<file path="config.mk">
export PLATFORM = sky130hd
export DESIGN_NAME = expression_tokenizer_core_flat
export DESIGN_NICKNAME = d
export VERILOG_FILES = /design/src/design/exptok_pkg.sv /design/src/design/exptok_if.sv /design/src/design/exptok_step.sv /design/src/design/exptok_rspq.sv /design/src/design/expression_tokenizer_core.sv /design/src/flat_wrapper.sv
export SDC_FILE = /design/constraint.sdc
export NUM_CORES = 1
export LEC_CHECK = 0
export ABC_AREA = 1
export BUFFER_PORTS_ARGS = -buffer_cell sky130_fd_sc_hd__buf_2
export CORE_UTILIZATION = 45
export DETAILED_ROUTE_END_ITERATION = 8
export SYNTH_ARGS = -nofsm -noshare
export SYNTH_HDL_FRONTEND = slang
export SYNTH_SLANG_ARGS = --single-unit
</file>
<file path="constraint.sdc">
create_clock -name clock -period 5.1 [get_ports clock]
set_clock_uncertainty 0.2 [all_clocks]
set_input_delay 1.275 -clock clock [delete_from_list [all_inputs] [get_ports clock]]
set_output_delay 1.275 -clock clock [all_outputs]
set_load 0.05 [all_outputs]
</file>
<file path="src/design/exptok_pkg.sv">
// shared types, codes and character classes for the expression tokenizer
package exptok_pkg;

   // default line length limit
   localparam int MAX_LINE_DEF = 1024;

   // result queue depth (must leave room for two pushes)
   localparam int RSPQ_DEPTH = 4;

   // scanner modes
   typedef enum logic [2:0] {
      MODE_IDLE = 3'd0,
      MODE_NUM  = 3'd1,
      MODE_WORD = 3'd2,
      MODE_OP   = 3'd3,
      MODE_MAT  = 3'd4,
      MODE_SKIP = 3'd5
   } mode_type;

   // token kinds
   localparam logic [2:0] KIND_NUM   = 3'd0;
   localparam logic [2:0] KIND_WORD  = 3'd1;
   localparam logic [2:0] KIND_OP    = 3'd2;
   localparam logic [2:0] KIND_PAREN = 3'd3;
   localparam logic [2:0] KIND_MAT   = 3'd4;

   // operator codes
   localparam logic [3:0] OP_ADD    = 4'd0;
   localparam logic [3:0] OP_SUB    = 4'd1;
   localparam logic [3:0] OP_MUL    = 4'd2;
   localparam logic [3:0] OP_DIV    = 4'd3;
   localparam logic [3:0] OP_POW    = 4'd4;
   localparam logic [3:0] OP_MOD    = 4'd5;
   localparam logic [3:0] OP_ASN    = 4'd6;
   localparam logic [3:0] OP_ASNADD = 4'd7;
   localparam logic [3:0] OP_ASNSUB = 4'd8;
   localparam logic [3:0] OP_ASNMUL = 4'd9;
   localparam logic [3:0] OP_ASNDIV = 4'd10;
   localparam logic [3:0] OP_INC    = 4'd11;
   localparam logic [3:0] OP_DEC    = 4'd12;

   // error codes
   localparam logic [1:0] ERR_NONE     = 2'd0;
   localparam logic [1:0] ERR_BADCHAR  = 2'd1;
   localparam logic [1:0] ERR_BADELEM  = 2'd2;
   localparam logic [1:0] ERR_UNTERM   = 2'd3;

   // characters
   localparam logic [7:0] CH_PLUS   = 8'h2B;
   localparam logic [7:0] CH_MINUS  = 8'h2D;
   localparam logic [7:0] CH_STAR   = 8'h2A;
   localparam logic [7:0] CH_SLASH  = 8'h2F;
   localparam logic [7:0] CH_BSLASH = 8'h5C;
   localparam logic [7:0] CH_CARET  = 8'h5E;
   localparam logic [7:0] CH_PCT    = 8'h25;
   localparam logic [7:0] CH_EQ     = 8'h3D;
   localparam logic [7:0] CH_LBRK   = 8'h5B;
   localparam logic [7:0] CH_RBRK   = 8'h5D;
   localparam logic [7:0] CH_SEMI   = 8'h3B;
   localparam logic [7:0] CH_COMMA  = 8'h2C;
   localparam logic [7:0] CH_LPAR   = 8'h28;
   localparam logic [7:0] CH_RPAR   = 8'h29;
   localparam logic [7:0] CH_SPACE  = 8'h20;
   localparam logic [7:0] CH_TAB    = 8'h09;
   localparam logic [7:0] CH_DOT    = 8'h2E;
   localparam logic [7:0] CH_UNDER  = 8'h5F;

   // one result beat
   typedef struct packed {
      logic [2:0]  token_kind;
      logic [9:0]  start_pos;
      logic [10:0] end_pos;
      logic [3:0]  op_code;
      logic        paren_open;
      logic [1:0]  error_code;
      logic        last_of_line;
   } tok_result_type;

   // scanner state apart from the character position
   typedef struct packed {
      mode_type   mode;
      logic [9:0] tok_start;
      logic [1:0] pend_op;
   } scan_state_type;

   function automatic logic is_digit(input logic [7:0] c);
      return (c >= 8'h30) && (c <= 8'h39);
   endfunction

   function automatic logic is_num_char(input logic [7:0] c);
      return is_digit(c) || (c == CH_DOT);
   endfunction

   function automatic logic is_alpha_char(input logic [7:0] c);
      return ((c >= 8'h61) && (c <= 8'h7A)) || ((c >= 8'h41) && (c <= 8'h5A))
             || (c == CH_UNDER);
   endfunction

   // build a result; an error result always closes the line
   function automatic tok_result_type make_res(input logic [2:0]  kind,
                                               input logic [9:0]  s,
                                               input logic [10:0] e,
                                               input logic [3:0]  op,
                                               input logic        paren,
                                               input logic [1:0]  err);
      tok_result_type r;
      r.token_kind   = kind;
      r.start_pos    = s;
      r.end_pos      = e;
      r.op_code      = op;
      r.paren_open   = paren;
      r.error_code   = err;
      r.last_of_line = (err != ERR_NONE);
      return r;
   endfunction

endpackage

</file>
<file path="src/design/exptok_if.sv">
// valid/ready channel interfaces for characters and tokens
interface exptok_req_if;
   logic       valid;
   logic       ready;
   logic [7:0] char_byte;
   logic       end_of_line;

   modport source (output valid, output char_byte, output end_of_line, input ready);
   modport sink   (input valid, input char_byte, input end_of_line, output ready);
endinterface

interface exptok_rsp_if;
   logic        valid;
   logic        ready;
   logic [2:0]  token_kind;
   logic [9:0]  start_pos;
   logic [10:0] end_pos;
   logic [3:0]  op_code;
   logic        paren_open;
   logic [1:0]  error_code;
   logic        last_of_line;

   modport source (output valid, output token_kind, output start_pos, output end_pos,
                   output op_code, output paren_open, output error_code,
                   output last_of_line, input ready);
   modport sink   (input valid, input token_kind, input start_pos, input end_pos,
                   input op_code, input paren_open, input error_code,
                   input last_of_line, output ready);
endinterface

</file>
<file path="src/design/exptok_step.sv">
// combinational lexer step: one character against the scanner state
module exptok_step import exptok_pkg::*; #(
   parameter int MAX_LINE = MAX_LINE_DEF,
   parameter int POS_W    = $clog2(MAX_LINE + 1)
) (
   input  scan_state_type  st_cur,
   input  logic [POS_W-1:0] pos_cur,
   input  logic [7:0]      char_byte,
   input  logic            end_of_line,
   output scan_state_type  st_nxt,
   output logic [POS_W-1:0] pos_nxt,
   output logic            res0_valid,
   output tok_result_type  res0,
   output logic            res1_valid,
   output tok_result_type  res1
);

   localparam int START_CAP = ((MAX_LINE - 1) < 1023) ? (MAX_LINE - 1) : 1023;
   localparam int END_CAP   = (MAX_LINE < 1024) ? MAX_LINE : 1024;
   localparam int EXT_W     = ((POS_W + 1) > 12) ? (POS_W + 1) : 12;

   logic [EXT_W-1:0] p_ext;
   logic [EXT_W-1:0] pe_ext;
   logic [9:0]       start_now;
   logic [10:0]      end_cur;
   logic [10:0]      end_now;

   // saturated positions of this character
   always_comb begin
      p_ext     = EXT_W'(pos_cur);
      pe_ext    = p_ext + EXT_W'(1);
      start_now = (p_ext > EXT_W'(START_CAP)) ? 10'(START_CAP) : p_ext[9:0];
      end_cur   = (p_ext > EXT_W'(END_CAP)) ? 11'(END_CAP) : p_ext[10:0];
      end_now   = (pe_ext > EXT_W'(END_CAP)) ? 11'(END_CAP) : pe_ext[10:0];
   end

   logic           done;
   logic           a_v;
   tok_result_type a_res;
   logic           bc_v;
   tok_result_type bc_res;
   mode_type       mode;
   logic [9:0]     ts;
   logic [1:0]     pend;
   logic [3:0]     pair_code;
   logic           paired;
   logic           mat_ok;

   always_comb begin
      done      = 1'b0;
      a_v       = 1'b0;
      a_res     = '0;
      bc_v      = 1'b0;
      bc_res    = '0;
      mode      = st_cur.mode;
      ts        = st_cur.tok_start;
      pend      = st_cur.pend_op;
      pair_code = OP_ADD;
      paired    = 1'b0;
      mat_ok    = (char_byte == CH_SPACE) || (char_byte == CH_TAB) ||
                  is_num_char(char_byte) || (char_byte == CH_SEMI) ||
                  (char_byte == CH_COMMA);

      // close or continue the token in progress
      unique case (st_cur.mode)
         MODE_OP: begin
            priority if ({2'b00, pend} == OP_ADD && char_byte == CH_PLUS) begin
               paired = 1'b1; pair_code = OP_INC;
            end else if ({2'b00, pend} == OP_ADD && char_byte == CH_EQ) begin
               paired = 1'b1; pair_code = OP_ASNADD;
            end else if ({2'b00, pend} == OP_SUB && char_byte == CH_MINUS) begin
               paired = 1'b1; pair_code = OP_DEC;
            end else if ({2'b00, pend} == OP_SUB && char_byte == CH_EQ) begin
               paired = 1'b1; pair_code = OP_ASNSUB;
            end else if ({2'b00, pend} == OP_MUL && char_byte == CH_EQ) begin
               paired = 1'b1; pair_code = OP_ASNMUL;
            end else if ({2'b00, pend} == OP_DIV && char_byte == CH_EQ) begin
               paired = 1'b1; pair_code = OP_ASNDIV;
            end else begin
               paired = 1'b0;
            end
            a_v = 1'b1;
            if (paired) begin
               a_res = make_res(KIND_OP, ts, end_now, pair_code, 1'b0, ERR_NONE);
               done  = 1'b1;
            end else begin
               a_res = make_res(KIND_OP, ts, end_cur, {2'b00, pend}, 1'b0, ERR_NONE);
            end
            pend = 2'b00;
            mode = MODE_IDLE;
         end
         MODE_NUM: begin
            if (is_num_char(char_byte)) begin
               done = 1'b1;
            end else begin
               a_v   = 1'b1;
               a_res = make_res(KIND_NUM, ts, end_cur, OP_ADD, 1'b0, ERR_NONE);
               mode  = MODE_IDLE;
            end
         end
         MODE_WORD: begin
            if (is_alpha_char(char_byte) || is_digit(char_byte)) begin
               done = 1'b1;
            end else begin
               a_v   = 1'b1;
               a_res = make_res(KIND_WORD, ts, end_cur, OP_ADD, 1'b0, ERR_NONE);
               mode  = MODE_IDLE;
            end
         end
         MODE_MAT: begin
            done = 1'b1;
            if (char_byte == CH_RBRK) begin
               a_v   = 1'b1;
               a_res = make_res(KIND_MAT, ts, end_now, OP_ADD, 1'b0, ERR_NONE);
               mode  = MODE_IDLE;
            end else if (!mat_ok) begin
               a_v   = 1'b1;
               a_res = make_res(KIND_MAT, ts, end_now, OP_ADD, 1'b0, ERR_BADELEM);
               mode  = MODE_SKIP;
            end
         end
         MODE_IDLE: begin
            done = 1'b0;
         end
         default: begin
            mode = MODE_SKIP;
            done = 1'b1;
         end
      endcase

      // start a new token with this character
      if (!done) begin
         priority if (char_byte == CH_SPACE) begin
            mode = mode;
         end else if (is_num_char(char_byte)) begin
            mode = MODE_NUM; ts = start_now;
         end else if (is_alpha_char(char_byte)) begin
            mode = MODE_WORD; ts = start_now;
         end else if (char_byte == CH_PLUS) begin
            mode = MODE_OP; ts = start_now; pend = OP_ADD[1:0];
         end else if (char_byte == CH_MINUS) begin
            mode = MODE_OP; ts = start_now; pend = OP_SUB[1:0];
         end else if (char_byte == CH_STAR) begin
            mode = MODE_OP; ts = start_now; pend = OP_MUL[1:0];
         end else if (char_byte == CH_SLASH) begin
            mode = MODE_OP; ts = start_now; pend = OP_DIV[1:0];
         end else if (char_byte == CH_BSLASH) begin
            bc_v   = 1'b1;
            bc_res = make_res(KIND_OP, start_now, end_now, OP_DIV, 1'b0, ERR_NONE);
         end else if (char_byte == CH_CARET) begin
            bc_v   = 1'b1;
            bc_res = make_res(KIND_OP, start_now, end_now, OP_POW, 1'b0, ERR_NONE);
         end else if (char_byte == CH_PCT) begin
            bc_v   = 1'b1;
            bc_res = make_res(KIND_OP, start_now, end_now, OP_MOD, 1'b0, ERR_NONE);
         end else if (char_byte == CH_EQ) begin
            bc_v   = 1'b1;
            bc_res = make_res(KIND_OP, start_now, end_now, OP_ASN, 1'b0, ERR_NONE);
         end else if (char_byte == CH_LPAR || char_byte == CH_RPAR) begin
            bc_v   = 1'b1;
            bc_res = make_res(KIND_PAREN, start_now, end_now, OP_ADD,
                              char_byte == CH_LPAR, ERR_NONE);
         end else if (char_byte == CH_LBRK) begin
            mode = MODE_MAT; ts = start_now;
         end else begin
            bc_v   = 1'b1;
            bc_res = make_res(KIND_NUM, start_now, end_now, OP_ADD, 1'b0, ERR_BADCHAR);
            mode   = MODE_SKIP;
         end
      end

      // flush an open token at end of line
      if (end_of_line) begin
         unique case (mode)
            MODE_NUM: begin
               bc_v   = 1'b1;
               bc_res = make_res(KIND_NUM, ts, end_now, OP_ADD, 1'b0, ERR_NONE);
            end
            MODE_WORD: begin
               bc_v   = 1'b1;
               bc_res = make_res(KIND_WORD, ts, end_now, OP_ADD, 1'b0, ERR_NONE);
            end
            MODE_OP: begin
               bc_v   = 1'b1;
               bc_res = make_res(KIND_OP, ts, end_now, {2'b00, pend}, 1'b0, ERR_NONE);
            end
            MODE_MAT: begin
               bc_v   = 1'b1;
               bc_res = make_res(KIND_MAT, ts, end_now, OP_ADD, 1'b0, ERR_UNTERM);
            end
            default: begin
               bc_v = bc_v;
            end
         endcase
      end
   end

   // order the results and mark the last one of the line
   always_comb begin
      res0_valid = a_v || bc_v;
      res1_valid = a_v && bc_v;
      res0       = a_v ? a_res : bc_res;
      res1       = bc_res;
      if (end_of_line) begin
         if (res1_valid) begin
            res1.last_of_line = 1'b1;
         end else begin
            res0.last_of_line = 1'b1;
         end
      end
   end

   // next state
   always_comb begin
      if (end_of_line) begin
         st_nxt.mode      = MODE_IDLE;
         st_nxt.tok_start = '0;
         st_nxt.pend_op   = '0;
         pos_nxt          = '0;
      end else begin
         st_nxt.mode      = mode;
         st_nxt.tok_start = ts;
         st_nxt.pend_op   = pend;
         pos_nxt          = (pos_cur < POS_W'(MAX_LINE)) ? pos_cur + POS_W'(1)
                                                         : POS_W'(MAX_LINE);
      end
   end

endmodule

</file>
<file path="src/design/exptok_rspq.sv">
// small result queue taking up to two beats per cycle, one beat out while rsp_ch.ready is high
module exptok_rspq import exptok_pkg::*; (
   input  logic                 clock,
   input  logic                 reset,
   input  logic                 push0,
   input  tok_result_type       data0,
   input  logic                 push1,
   input  tok_result_type       data1,
   output logic                 room,
   exptok_rsp_if.source         rsp_ch
);

   localparam int PTR_W = $clog2(RSPQ_DEPTH);
   localparam int CNT_W = $clog2(RSPQ_DEPTH + 1);

   tok_result_type   slot_ff [RSPQ_DEPTH];
   logic [PTR_W-1:0] wr_ptr_ff;
   logic [PTR_W-1:0] wr_ptr_in;
   logic [PTR_W-1:0] rd_ptr_ff;
   logic [PTR_W-1:0] rd_ptr_in;
   logic [CNT_W-1:0] count_ff;
   logic [CNT_W-1:0] count_in;
   logic [CNT_W-1:0] count_left;
   logic             pop;

   // occupancy and pointer updates
   always_comb begin
      pop        = rsp_ch.valid && rsp_ch.ready;
      count_left = count_ff - CNT_W'(pop);
      room       = count_left <= CNT_W'(RSPQ_DEPTH - 2);
      count_in   = count_left + CNT_W'(push0) + CNT_W'(push1);
      wr_ptr_in  = wr_ptr_ff + PTR_W'(push0) + PTR_W'(push1);
      rd_ptr_in  = rd_ptr_ff + PTR_W'(pop);
   end

   always_ff @(posedge clock) begin
      if (reset) begin
         count_ff  <= '0;
         wr_ptr_ff <= '0;
         rd_ptr_ff <= '0;
      end else begin
         count_ff  <= count_in;
         wr_ptr_ff <= wr_ptr_in;
         rd_ptr_ff <= rd_ptr_in;
      end
   end

   // slot writes
   always_ff @(posedge clock) begin
      if (push0) begin
         slot_ff[wr_ptr_ff] <= data0;
      end
      if (push1) begin
         slot_ff[wr_ptr_ff + PTR_W'(1)] <= data1;
      end
   end

   // head beat
   always_comb begin
      rsp_ch.valid        = count_ff != '0;
      rsp_ch.token_kind   = slot_ff[rd_ptr_ff].token_kind;
      rsp_ch.start_pos    = slot_ff[rd_ptr_ff].start_pos;
      rsp_ch.end_pos      = slot_ff[rd_ptr_ff].end_pos;
      rsp_ch.op_code      = slot_ff[rd_ptr_ff].op_code;
      rsp_ch.paren_open   = slot_ff[rd_ptr_ff].paren_open;
      rsp_ch.error_code   = slot_ff[rd_ptr_ff].error_code;
      rsp_ch.last_of_line = slot_ff[rd_ptr_ff].last_of_line;
   end

endmodule

</file>
<file path="src/design/expression_tokenizer_core.sv">
// expression tokenizer top level: input register, lexer step, result queue
//
//   channel   dir   beat
//   req_ch    in    char_byte, end_of_line
//   rsp_ch    out   token_kind, start_pos, end_pos, op_code, paren_open,
//                   error_code, last_of_line
//
// one character is taken per cycle while req_ch.ready is high; it yields zero, one or
// two result beats. the first result passes through the input register and then the
// queue before it appears; the single result port moves one beat per cycle while
// rsp_ch.ready is high, so characters that end two tokens need two output beats.
// synchronous reset clears the scanner state, the input register and the queue.
// a stalled rsp_ch fills the four-entry queue; req_ch.ready drops once it has
// less than room for two beats and the input register is occupied.
module expression_tokenizer_core import exptok_pkg::*; #(
   parameter int MAX_LINE = MAX_LINE_DEF
) (
   input  logic          clock,
   input  logic          reset,
   exptok_req_if.sink    req_ch,
   exptok_rsp_if.source  rsp_ch
);

   localparam int POS_W = $clog2(MAX_LINE + 1);

   logic             in_valid_ff;
   logic             in_valid_in;
   logic [7:0]       char_ff;
   logic             eol_ff;
   logic             consume;
   logic             q_room;
   scan_state_type   state_ff;
   scan_state_type   state_in;
   logic [POS_W-1:0] pos_ff;
   logic [POS_W-1:0] pos_in;
   logic             r0_valid;
   logic             r1_valid;
   tok_result_type   r0;
   tok_result_type   r1;

   // input register handshake
   always_comb begin
      consume      = in_valid_ff && q_room;
      req_ch.ready = !in_valid_ff || consume;
      in_valid_in  = (req_ch.valid && req_ch.ready) || (in_valid_ff && !consume);
   end

   always_ff @(posedge clock) begin
      if (reset) begin
         in_valid_ff <= 1'b0;
      end else begin
         in_valid_ff <= in_valid_in;
      end
   end

   always_ff @(posedge clock) begin
      if (req_ch.valid && req_ch.ready) begin
         char_ff <= req_ch.char_byte;
         eol_ff  <= req_ch.end_of_line;
      end
   end

   // lexer step
   exptok_step #(
      .MAX_LINE (MAX_LINE),
      .POS_W    (POS_W)
   ) u_step (
      .st_cur      (state_ff),
      .pos_cur     (pos_ff),
      .char_byte   (char_ff),
      .end_of_line (eol_ff),
      .st_nxt      (state_in),
      .pos_nxt     (pos_in),
      .res0_valid  (r0_valid),
      .res0        (r0),
      .res1_valid  (r1_valid),
      .res1        (r1)
   );

   // scanner state advances once per consumed character
   always_ff @(posedge clock) begin
      if (reset) begin
         state_ff.mode      <= MODE_IDLE;
         state_ff.tok_start <= '0;
         state_ff.pend_op   <= '0;
         pos_ff             <= '0;
      end else if (consume) begin
         state_ff <= state_in;
         pos_ff   <= pos_in;
      end
   end

   // result queue
   exptok_rspq u_rspq (
      .clock  (clock),
      .reset  (reset),
      .push0  (consume && r0_valid),
      .data0  (r0),
      .push1  (consume && r1_valid),
      .data1  (r1),
      .room   (q_room),
      .rsp_ch (rsp_ch)
   );

`ifndef SYNTH
   a_hold_item: assert property (@(posedge clock) disable iff (reset)
      in_valid_ff && !q_room |=> in_valid_ff && $stable(char_ff) && $stable(eol_ff))
      else $error("held character lost while queue full");

   a_eol_clears: assert property (@(posedge clock) disable iff (reset)
      consume && eol_ff |=> state_ff.mode == MODE_IDLE && pos_ff == '0)
      else $error("state not cleared after end of line");

   a_err_skips: assert property (@(posedge clock) disable iff (reset)
      consume && r0_valid && r0.error_code != ERR_NONE && !eol_ff
      |=> state_ff.mode == MODE_SKIP)
      else $error("error result without skipping rest of line");

   a_push_shows: assert property (@(posedge clock) disable iff (reset)
      consume && r0_valid |=> rsp_ch.valid)
      else $error("pushed result not presented");
`endif

endmodule
</file>
<file path="src/flat_wrapper.sv">
// flat-port wrapper written by rule: the top's interface ports become plain ports
module expression_tokenizer_core_flat import exptok_pkg::*;
#(
   parameter int MAX_LINE = MAX_LINE_DEF
)
  (clock, reset, req_ch_valid, req_ch_char_byte, req_ch_end_of_line, req_ch_ready, rsp_ch_valid, rsp_ch_token_kind, rsp_ch_start_pos, rsp_ch_end_pos, rsp_ch_op_code, rsp_ch_paren_open, rsp_ch_error_code, rsp_ch_last_of_line, rsp_ch_ready);
  exptok_req_if req_ch_i ();
  exptok_rsp_if rsp_ch_i ();
  input  logic clock;
  input  logic reset;
  input wire logic [$bits(req_ch_i.valid)-1:0] req_ch_valid;
  input wire logic [$bits(req_ch_i.char_byte)-1:0] req_ch_char_byte;
  input wire logic [$bits(req_ch_i.end_of_line)-1:0] req_ch_end_of_line;
  output wire logic [$bits(req_ch_i.ready)-1:0] req_ch_ready;
  output wire logic [$bits(rsp_ch_i.valid)-1:0] rsp_ch_valid;
  output wire logic [$bits(rsp_ch_i.token_kind)-1:0] rsp_ch_token_kind;
  output wire logic [$bits(rsp_ch_i.start_pos)-1:0] rsp_ch_start_pos;
  output wire logic [$bits(rsp_ch_i.end_pos)-1:0] rsp_ch_end_pos;
  output wire logic [$bits(rsp_ch_i.op_code)-1:0] rsp_ch_op_code;
  output wire logic [$bits(rsp_ch_i.paren_open)-1:0] rsp_ch_paren_open;
  output wire logic [$bits(rsp_ch_i.error_code)-1:0] rsp_ch_error_code;
  output wire logic [$bits(rsp_ch_i.last_of_line)-1:0] rsp_ch_last_of_line;
  input wire logic [$bits(rsp_ch_i.ready)-1:0] rsp_ch_ready;
  assign req_ch_i.valid = req_ch_valid;
  assign req_ch_i.char_byte = req_ch_char_byte;
  assign req_ch_i.end_of_line = req_ch_end_of_line;
  assign req_ch_ready = req_ch_i.ready;
  assign rsp_ch_valid = rsp_ch_i.valid;
  assign rsp_ch_token_kind = rsp_ch_i.token_kind;
  assign rsp_ch_start_pos = rsp_ch_i.start_pos;
  assign rsp_ch_end_pos = rsp_ch_i.end_pos;
  assign rsp_ch_op_code = rsp_ch_i.op_code;
  assign rsp_ch_paren_open = rsp_ch_i.paren_open;
  assign rsp_ch_error_code = rsp_ch_i.error_code;
  assign rsp_ch_last_of_line = rsp_ch_i.last_of_line;
  assign rsp_ch_i.ready = rsp_ch_ready;
  expression_tokenizer_core #(.MAX_LINE(MAX_LINE)) u_core (.clock(clock), .reset(reset), .req_ch(req_ch_i), .rsp_ch(rsp_ch_i));
endmodule
</file>
# Word level (Yosys, flattened, before mapping)

Memories as Yosys holds them, arrays and structs flattened. A register that Yosys moved wholly into a read port is not among the register bits.
Index checks and enable logic that the tools add are counted.

Register bits after elaboration: 43
RAM bits: 128
Memories: 1

Memories:

| name                  | words | width | rd ports | clocked after memory_dff | write ports | line              | text |
|---|---|---|---|---|---|---|---|
| u_core.u_rspq.slot_ff | 4     | 32    | 1        | 1                        | 2           | exptok_rspq.sv:16 | `tok_result_type slot_ff [RSPQ_DEPTH];` |

Add/subtract/negate cells: 9
Order comparisons: 11
Equality and inequality tests: 29
Mux-type cells: 118
Reduce and logical (&&, ||, !) cells: 34

Operators by type and width:

| cell                                                               | count |
|---|---|
| two-way mux 31 bit                                                 | 13 |
| one-hot mux 32 bit (4 select lines)                                | 2 |
| two-way mux 10 bit                                                 | 15 |
| two-way mux 32 bit                                                 | 4 |
| equality test 8 x 6 -> 1 bit (second input constant)               | 12 |
| two-way mux 29 bit                                                 | 2 |
| two-way mux 3 bit                                                  | 17 |
| two-way mux 11 bit                                                 | 4 |
| equality test 8 x 7 -> 1 bit (second input constant)               | 5 |
| two-way mux 1 bit                                                  | 39 |
| two-way mux 30 bit                                                 | 1 |
| two-way mux 4 bit                                                  | 6 |
| two-way mux 2 bit                                                  | 10 |
| two-way mux 19 bit                                                 | 1 |
| greater-or-equal comparator 8 x 7 -> 1 bit (second input constant) | 2 |
| <= comparator 8 x 7 -> 1 bit (second input constant)               | 2 |
| logical AND 1 bit                                                  | 16 |
| two-way mux 15 bit                                                 | 1 |
| one-hot mux 3 bit (5 select lines)                                 | 1 |
| adder 11 x 1 -> 12 bit (second input constant)                     | 1 |
| equality test 3 x 2 -> 1 bit (second input constant)               | 4 |
| greater-than comparator 12 x 11 -> 1 bit (second input constant)   | 1 |
| logical OR 1 bit                                                   | 12 |
| adder 11 x 1 -> 11 bit (second input constant)                     | 1 |
| other kinds (21)                                                   | 29 |

# Depth between registers and ports, before layout

Gate-level depths: netlist of run 1.

Depth after elaboration: 30
Gate-level depth with buffers: 25
Gate-level depth less buffers: 24

# Modules after synthesis

From an unflattened synthesis of run 1, not the netlist that was laid out.

Cells, all modules: 1456
Area total of the unflattened synthesis: 11314.6 µm²

Modules (own cells, without submodules):

| module                    | instances | cells each | area an instance (µm²) | sequential area each (µm²) |
|---|---|---|---|---|
| exptok_rspq               | 1         | 749        | 7418.4                 | 3983.8 |
| exptok_step               | 1         | 523        | 2487.4                 | 0.0 |
| expression_tokenizer_core | 1         | 184        | 1408.9                 | 810.8 |

# Least setup slack after synthesis of run 1

Ideal clock, no wire load.

Path type: input to register
Start point: input port rsp_ch_ready
End point: memory u_core.u_rspq.slot_ff[0][0] (netlist bit), enable pin
Setup time: 0.388 ns
Data arrival time: 3.769 ns
Data required time: 4.512 ns
Slack: 0.743 ns
Stages on the path: 9
Path buffers: 1
Cells stage by stage: a21boi_0 -> ha_1 -> ha_1 -> xnor2_1 -> o21ai_0 -> nor2_2 -> clkbuf_1 -> nand4_1 -> nand2_1

RTL lines:

| what               | line               | text |
|---|---|---|
| start: declaration | flat_wrapper.sv:23 | `input wire logic [$bits(rsp_ch_i.ready)-1:0] rsp_ch_ready;` |
| end: declaration   | exptok_rspq.sv:16  |  |

# Worst setup path in the final report of run 1

Start point: input port rsp_ch_ready
End point: output port req_ch_ready

Word-level cells in the longest chain between the ends: 5

RTL lines:

| what                         | line                            | text |
|---|---|---|
| logical AND 1 bit            | exptok_rspq.sv:28               | `pop = rsp_ch.valid && rsp_ch.ready;` |
| subtractor 3 x 1 -> 3 bit    | exptok_rspq.sv:29               | `count_left = count_ff - CNT_W'(pop);` |
| <= comparator 3 x 2 -> 1 bit | exptok_rspq.sv:30               | `room = count_left <= CNT_W'(RSPQ_DEPTH - 2);` |
| logical AND 1 bit            | expression_tokenizer_core.sv:43 | `consume = in_valid_ff && q_room;` |
| logical OR 1 bit             | expression_tokenizer_core.sv:44 | `req_ch.ready = !in_valid_ff \|\| consume;` |
| end: declaration             | flat_wrapper.sv:14              | `output wire logic [$bits(req_ch_i.ready)-1:0] req_ch_ready;` |

Every way passes these cells.

==> metrics.csv, run 1 <==
stage,metric,value,unit
run_status,status,"finished, violations left",
run_status,failed_checks,DRC,
clock_network,cts_resized,0,
sta,fmax,233.6,MHz
drt,drc,8,
clock_network,root_buffer,clkbuf_16,
placement,gp_congestion,0.8850,
setup_path,cpLargestDelayFamily,compound AO/OA/AOI/OAI gates,
layout,syn_to_final_growth,9.818,%
floorplan,rows,54,
setup_path,path_depth,7,
grt,grt_pass1_vias,8354,
layout,diodes,0,
placement,numPortBuffers,46,
floorplan,coreArea,21960,um2
clock_network,cts.path.max_buffers,2,
synthesis,synth_cell_types,47,
clock_network,cts_max_level,4,
synthesis,synth_edf_count,133,
setup_path,cp-start-kind,primary input,
floorplan,num_io_pins,47,
pwr,p_total,5193,uW
sta,rsz0062_at_grt,false,
hold_path,hold_depth,2,
synthesis,async_reset_ff_share,0,%
setup_path,slowest_stage,o21ai_0,
synthesis,yosys_warnings,0,
hold_path,hold_path_class,reg -> reg,
synthesis,syn_avg_cell_area,7.551,um2
setup_path,path_max_fanout,3,
floorplan,initial_core_util,46.08,%
drt,vias,9055,
drt,drtAntennaViolNets,0,
clock_network,cts_hold_buf,0,
synthesis,synth-seq-cells,171,
grt,grt_pass1_wl,45710,um
clock_network,clk_latency,0.44,ns
pwr,ir_worst_vdd,0.2290,mV
layout,nets,1380,
layout,nFillCells,2126,
clock_network,cts_sinks,171,
drt,wl,28570,um
sta,tns,0,ns
pwr,p_per_area,467.3,nW/um2
setup_path,cp.required,3.62,ns
setup_path,cpPeakStageDelay,0.35,ns
setup_path,rrSetupSlack,1.19,ns
drt,routedWlPerCell,17.30,um
synthesis,netlist_instances,1340,
setup_path,cp.buffers_inverters,2,
clock_network,cts_buffers,17,
synthesis,synth_ff_type,edfxtp_1,
setup_path,path_class,in -> out,
layout,multi_input_area,4698,um2
job,cap_violations,0,
drt,viasPerCell,5.485,
layout,seq_area,4756,um2
floorplan,die_h,152.0,um
grt,grt_usage,25.40,%
setup_path,timing.rr.start,u_core.char_ff[3],
sta,setup_viol,0,
drt,first_pass_iters,7,
clock_network,cts_tree,done,
synthesis,yosysSeqAreaShare,46.99,%
clock_network,post_cts_buffers,0,
grt,grt.overflow.total,0,
setup_path,critPathCapture,req_ch_ready,
sta,hold_viol_final,0,
drt,initialDrtViolationCount,886,
floorplan,dieArea,23090,um2
sta,worst_slew_pin_slew,1.051,ns
synthesis,syn_area,10120,um2
setup_path,crit_chain,buf_2 -> a21boi_0 -> ha_1 -> ha_1 -> o21ai_0 -> nand2_1 -> buf_2,
sta,period_needed,4.280,ns
pwr,p_leak,0.004865,uW
floorplan,die_w,152.0,um
sta,max-slew-margin-rel,29.84,%
setup_path,r2r_cells,15,
layout,layout-drive-gt1-share,11.38,%
grt,antenna_found_initial,0,
setup_path,cp-startpoint,rsp_ch_ready,
sta,min_period_over_period,83.93,%
clock_network,path_clk_slew,0.07,ns
setup_path,regToRegEndpoint,u_core.u_rspq.count_ff[2],
synthesis,synth_nets,1362,
grt,grt_max_degree,66,
sta,drv_slew,0,
setup_path,arrival,2.81,ns
placement,hpwl,18760,um
setup_path,cp-end-kind,primary output,
-- stage by stage --
| step | worst slack (ns) | area (um2) | cells | hold WS (ns) | utilization [%] |
|---|---|---|---|---|---|
| floorplan | 0.7427 | 10120 | 1340 | 0.2422 | - |
| global placement | 0.7950 | 10490 | 1619 | 0.2720 | 47.77 |
| detailed placement | 0.7213 | 10490 | 1619 | 0.2789 | 47.77 |
| CTS | 0.7999 | 11110 | 1651 | 0.2912 | 50.60 |
| global route | 0.5983 | 11110 | 1651 | 0.3102 | 50.60 |
| finish | 0.8195 | 11110 | 1651 | 0.2893 | 50.60 |
-- layout by cell type, fill, tap and decap left out, drive strengths merged, types with 2 or more instances in the layout --
master  count
xor2        3
nor2      146
a21oi      45
o211ai      5
buf        59
or2         3
inv       102
bufinv      2
a22oi       2
edfxtp    133
nand4      18
xnor2       3
ha          7
clkinv      5
o22ai      34
nor4        3
nand2     538
fa          2
nand3      64
dfxtp      38
o21ai     119
clkbuf     17
nor3       11
a21boi      3
-- synth_stat cells, types with 4 or more instances --
library cell  number  area share (%)
nor2_8             4            0.79
nand4_1           17             1.1
ha_1               7            0.87
edfxtp_1         133              39
buf_6              8            0.89
o22ai_1           34             2.1
nand3_1           54             2.7
buf_2             15            0.74
a21oi_1           44             2.2
o211ai_1           5            0.37
nand3_2            7            0.69
inv_2             23            0.85
nand2_2           12            0.74
nor2_4             4            0.45
o21ai_1            7            0.35
o21ai_0          112             5.5
dfxtp_1           38             7.5
nor2_1           135             5.0
nand2_1          524              19
nor3_1             9            0.45
clkbuf_1          32             1.2
inv_1             71             2.6
-- cell type report --
cell class              count  area share [%]
flip-flops and latches    171           42.80
repair buffers             59           2.950
multi-input cells        1014           42.28
inverters                  95           3.209
clock buffers              17           3.828
well taps                 280           3.153
clock inverters            15           1.779
-- worst reg2reg max path, delay by kind of cell (launching register included) --
| family | cells | cell delay, ns |
|---|---|---|
| compound gates | 1 | 0.14 |
| fa+ha+maj | 2 | 0.60 |
| buf+inv | 2 | 0.19 |
| simple gates | 9 | 1.98 |
| xor+xnor | 1 | 0.13 |
| flops | 1 | 0.52 |
-- flip-flops by register name, summed over array words and instances, names as in the netlist --
| register | count |
|---|---|
| u_core.eol_ff | 1 |
| u_core.u_rspq.count_ff | 3 |
| u_core.pos_ff | 11 |
| u_core.state_ff | 15 |
| u_core.u_rspq.slot_ff | 128 |
| u_core.in_valid_ff | 1 |
| u_core.u_rspq.wr_ptr_ff | 2 |
| u_core.u_rspq.rd_ptr_ff | 2 |
| u_core.char_ff | 8 |
-- where the power goes --
| part | leakage [uW] | total (uW) | internal [uW] | switching [uW] |
|---|---|---|---|---|
| registers | 0.00152 | 1730 | 1660 | 61.1 |
| logic | 0.00304 | 2090 | 433 | 1660 |
| clock network | 0.000302 | 1380 | 752 | 627 |
-- per-layer routing --
| metal | track usage, % | up-vias | routed length (um) |
|---|---|---|---|
| met1 | 36.19 | 4207 | 13450 |
| met4 | 7.629 | 0 | 404 |
| met3 | 4.335 | 34 | 2041 |
| li1 | - | 4466 | - |
| met2 | 39.59 | 348 | 12670 |
| met5 | 0 | - | 0 |
-- cells by family after synthesis --
kind of cell | count (synthesis) | synth area share (%)
AND/OR/NAND/NOR | 785 | 33.04
AO/OA/AOI/OAI | 214 | 11.55
flip-flops | 171 | 46.99
buffers and inverters | 155 | 6.640
adder cells (fa/ha/maj) | 9 | 1.261
XOR/XNOR | 6 | 0.5194
-- how the worst min path moves through the flow --
| stage | from | endpoint | slack (ns) |
|---|---|---|---|
| after global placement | u_core.u_rspq.slot_ff[2][7] | u_core.u_rspq.slot_ff[2][7] | 0.27 |
| after global routing | u_core.state_ff[6] | u_core.state_ff[6] | 0.31 |
| final | u_core.u_rspq.slot_ff[2][7] | u_core.u_rspq.slot_ff[2][7] | 0.29 |
| after floorplan | u_core.u_rspq.slot_ff[2][7] | u_core.u_rspq.slot_ff[2][7] | 0.24 |
| after detailed placement | u_core.state_ff[6] | u_core.state_ff[6] | 0.28 |
| after CTS | u_core.state_ff[6] | u_core.state_ff[6] | 0.29 |
(Power assumes the default switching activity.)
==> inputs of run 2 (changes only) <==
Clock period 5.1 ns to 4.26 ns, I/O delays scaled along.
==> metrics.csv, run 2 (same netlist as run 1, synthesis figures left out) <==
stage,metric,value,unit
sta,rsz0062_at_grt,false,
grt,grt_pass1_vias,8296,
sta,drv_slew,0,
sta,max-slew-margin-rel,48.42,%
setup_path,path_depth,7,
setup_path,arrival,2.58,ns
drt,wl,28940,um
setup_path,critPathCapture,req_ch_ready,
placement,numPortBuffers,46,
floorplan,rows,54,
sta,layout_setup_ws,0.4175,ns
setup_path,cp.buffers_inverters,2,
drt,drtAntennaViolNets,0,
setup_path,cp-end-kind,primary output,
floorplan,initial_core_util,46.08,%
grt,antenna_found_initial,0,
sta,period_needed,3.843,ns
layout,final_cell_mix,"nand2_1 (524), nor2_1 (135), edfxtp_1 (133)",
drt,viasPerCell,5.461,
pwr,p_per_area,546.7,nW/um2
run_status,failed_checks,DRC,
clock_network,cts_sinks,171,
placement,dp_slack,0.3273,ns
sta,hold_slack,0.2715,ns
clock_network,cts_max_level,4,
drt,first_pass_iters,8,
setup_path,rrSetupSlack,0.46,ns
sta,worst_slew_pin_slew,0.7656,ns
sta,min_period_over_period,90.20,%
setup_path,cpLargestDelayFamily,compound AO/OA/AOI/OAI gates,
layout,instances_no_fill,1671,
clock_network,cts_hold_buf,0,
grt,grt.overflow.total,0,
placement,gp_congestion,0.9127,
floorplan,coreArea,21960,um2
sta,hold_viol_final,0,
drt,drc,6,
clock_network,post_cts_buffers,0,
placement,hpwl,19630,um
floorplan,num_io_pins,47,
clock_network,cts.path.max_buffers,2,
grt,grt_usage,25.44,%
clock_network,path_clk_slew,0.06,ns
setup_path,regToRegEndpoint,u_core.u_rspq.wr_ptr_ff[1],
grt,grt_pass1_wl,45640,um
drt,routedWlPerCell,17.32,um
job,cap_violations,0,
clock_network,cts_resized,0,
setup_path,path_class,in -> out,
layout,largest_reg_flops,128,
floorplan,die_h,152.0,um
setup_path,path_max_fanout,3,
placement,placed_cells,1639,
floorplan,dieArea,23090,um2
setup_path,cpPeakStageDelay,0.34,ns
drt,initialDrtViolationCount,928,
sta,fmax,260.2,MHz
clock_network,cts_tree,done,
sta,tns,0,ns
sta,setup_viol,0,
pwr,p_leak,0.004974,uW
run_status,status,"finished, violations left",
setup_path,timing.rr.start,u_core.char_ff[3],
hold_path,hold_path_class,reg -> reg,
setup_path,r2r_cells,19,
layout,layout-drive-gt1-share,12.51,%
grt,grt_max_degree,51,
clock_network,root_buffer,clkbuf_16,
clock_network,clk_latency,0.43,ns
setup_path,crit_chain,buf_2 -> a21boi_0 -> ha_1 -> ha_1 -> o21ai_0 -> nand2_1 -> buf_2,
pwr,ir_worst_vdd,0.2838,mV
layout,reg_top3,"u_core.u_rspq.slot_ff (128), u_core.state_ff (15), u_core.pos_ff (11)",
layout,syn_to_final_growth,12.17,%
setup_path,cp.required,2.99,ns
setup_path,slowest_stage,o21ai_0,
layout,nets,1400,
floorplan,die_w,152.0,um
drt,vias,9126,
setup_path,cp-startpoint,rsp_ch_ready,
layout,diodes,0,
clock_network,cts_buffers,17,
setup_path,cp-start-kind,primary input,
layout,regMostFlops,u_core.u_rspq.slot_ff,
layout,final_common_cell,nand2_1,
-- run 2: changes by cell type in the layout (fill, tap and decap cells not counted), sizes merged --
cell / previous run / this run
buf: 59 / 79
inv: 102 / 100
clkinv: 5 / 6
clkinvlp: 1 / 2
-- run 2: tightest hold or removal path: stages (launching register included) --
cell     delay (ns)
dfxtp_1        0.31
nand3_1        0.07
nand2_1        0.05
-- run 2: per-stage QoR --
stage | area (um2) | total power [uW] | utilization, %
after floorplan | 10120 | 3956 | -
final | 11350 | 6205 | 51.69
after global placement | 10760 | 4664 | 49.02
after detailed placement | 10760 | 4679 | 49.02
after CTS | 11350 | 6218 | 51.69
after global routing | 11350 | 6504 | 51.69
-- run 2: layout make-up --
cell class / count / area (um2)
clock buffers: 17 / 425.4
clock inverters: 15 / 160.2
fillers: 2101 / 10610
inverters: 95 / 356.6
multi-input cells: 1014 / 4698
flip-flops and latches: 171 / 4756
well taps: 280 / 350.3
repair buffers: 79 / 603.1
-- run 2: worst min path at each step --
stage,startpoint,to,slack [ns],depth (start not counted)
after floorplan,u_core.u_rspq.slot_ff[2][7],u_core.u_rspq.slot_ff[2][7],0.24,2
after global placement,u_core.u_rspq.slot_ff[2][7],u_core.u_rspq.slot_ff[2][7],0.26,2
after detailed placement,u_core.u_rspq.slot_ff[2][7],u_core.u_rspq.slot_ff[2][7],0.26,2
after CTS,u_core.u_rspq.slot_ff[2][7],u_core.u_rspq.slot_ff[2][7],0.27,2
after global routing,u_core.u_rspq.slot_ff[2][7],u_core.u_rspq.slot_ff[2][7],0.30,2
final,u_core.u_rspq.slot_ff[2][7],u_core.u_rspq.slot_ff[2][7],0.27,2
-- run 2: report_power, final --
| part | internal (uW) | switching [uW] |
|---|---|---|
| registers | 1990 | 96.5 |
| clock network | 874 | 686 |
| logic | 579 | 1980 |
| total | 3450 | 2760 |
-- run 2: per-layer routing --
metal | track usage, % | wire [um]
met3 | 3.109 | 1982
met4 | 7.775 | 515
met5 | 0 | 0
met2 | 41.23 | 13480
met1 | 35.69 | 12960
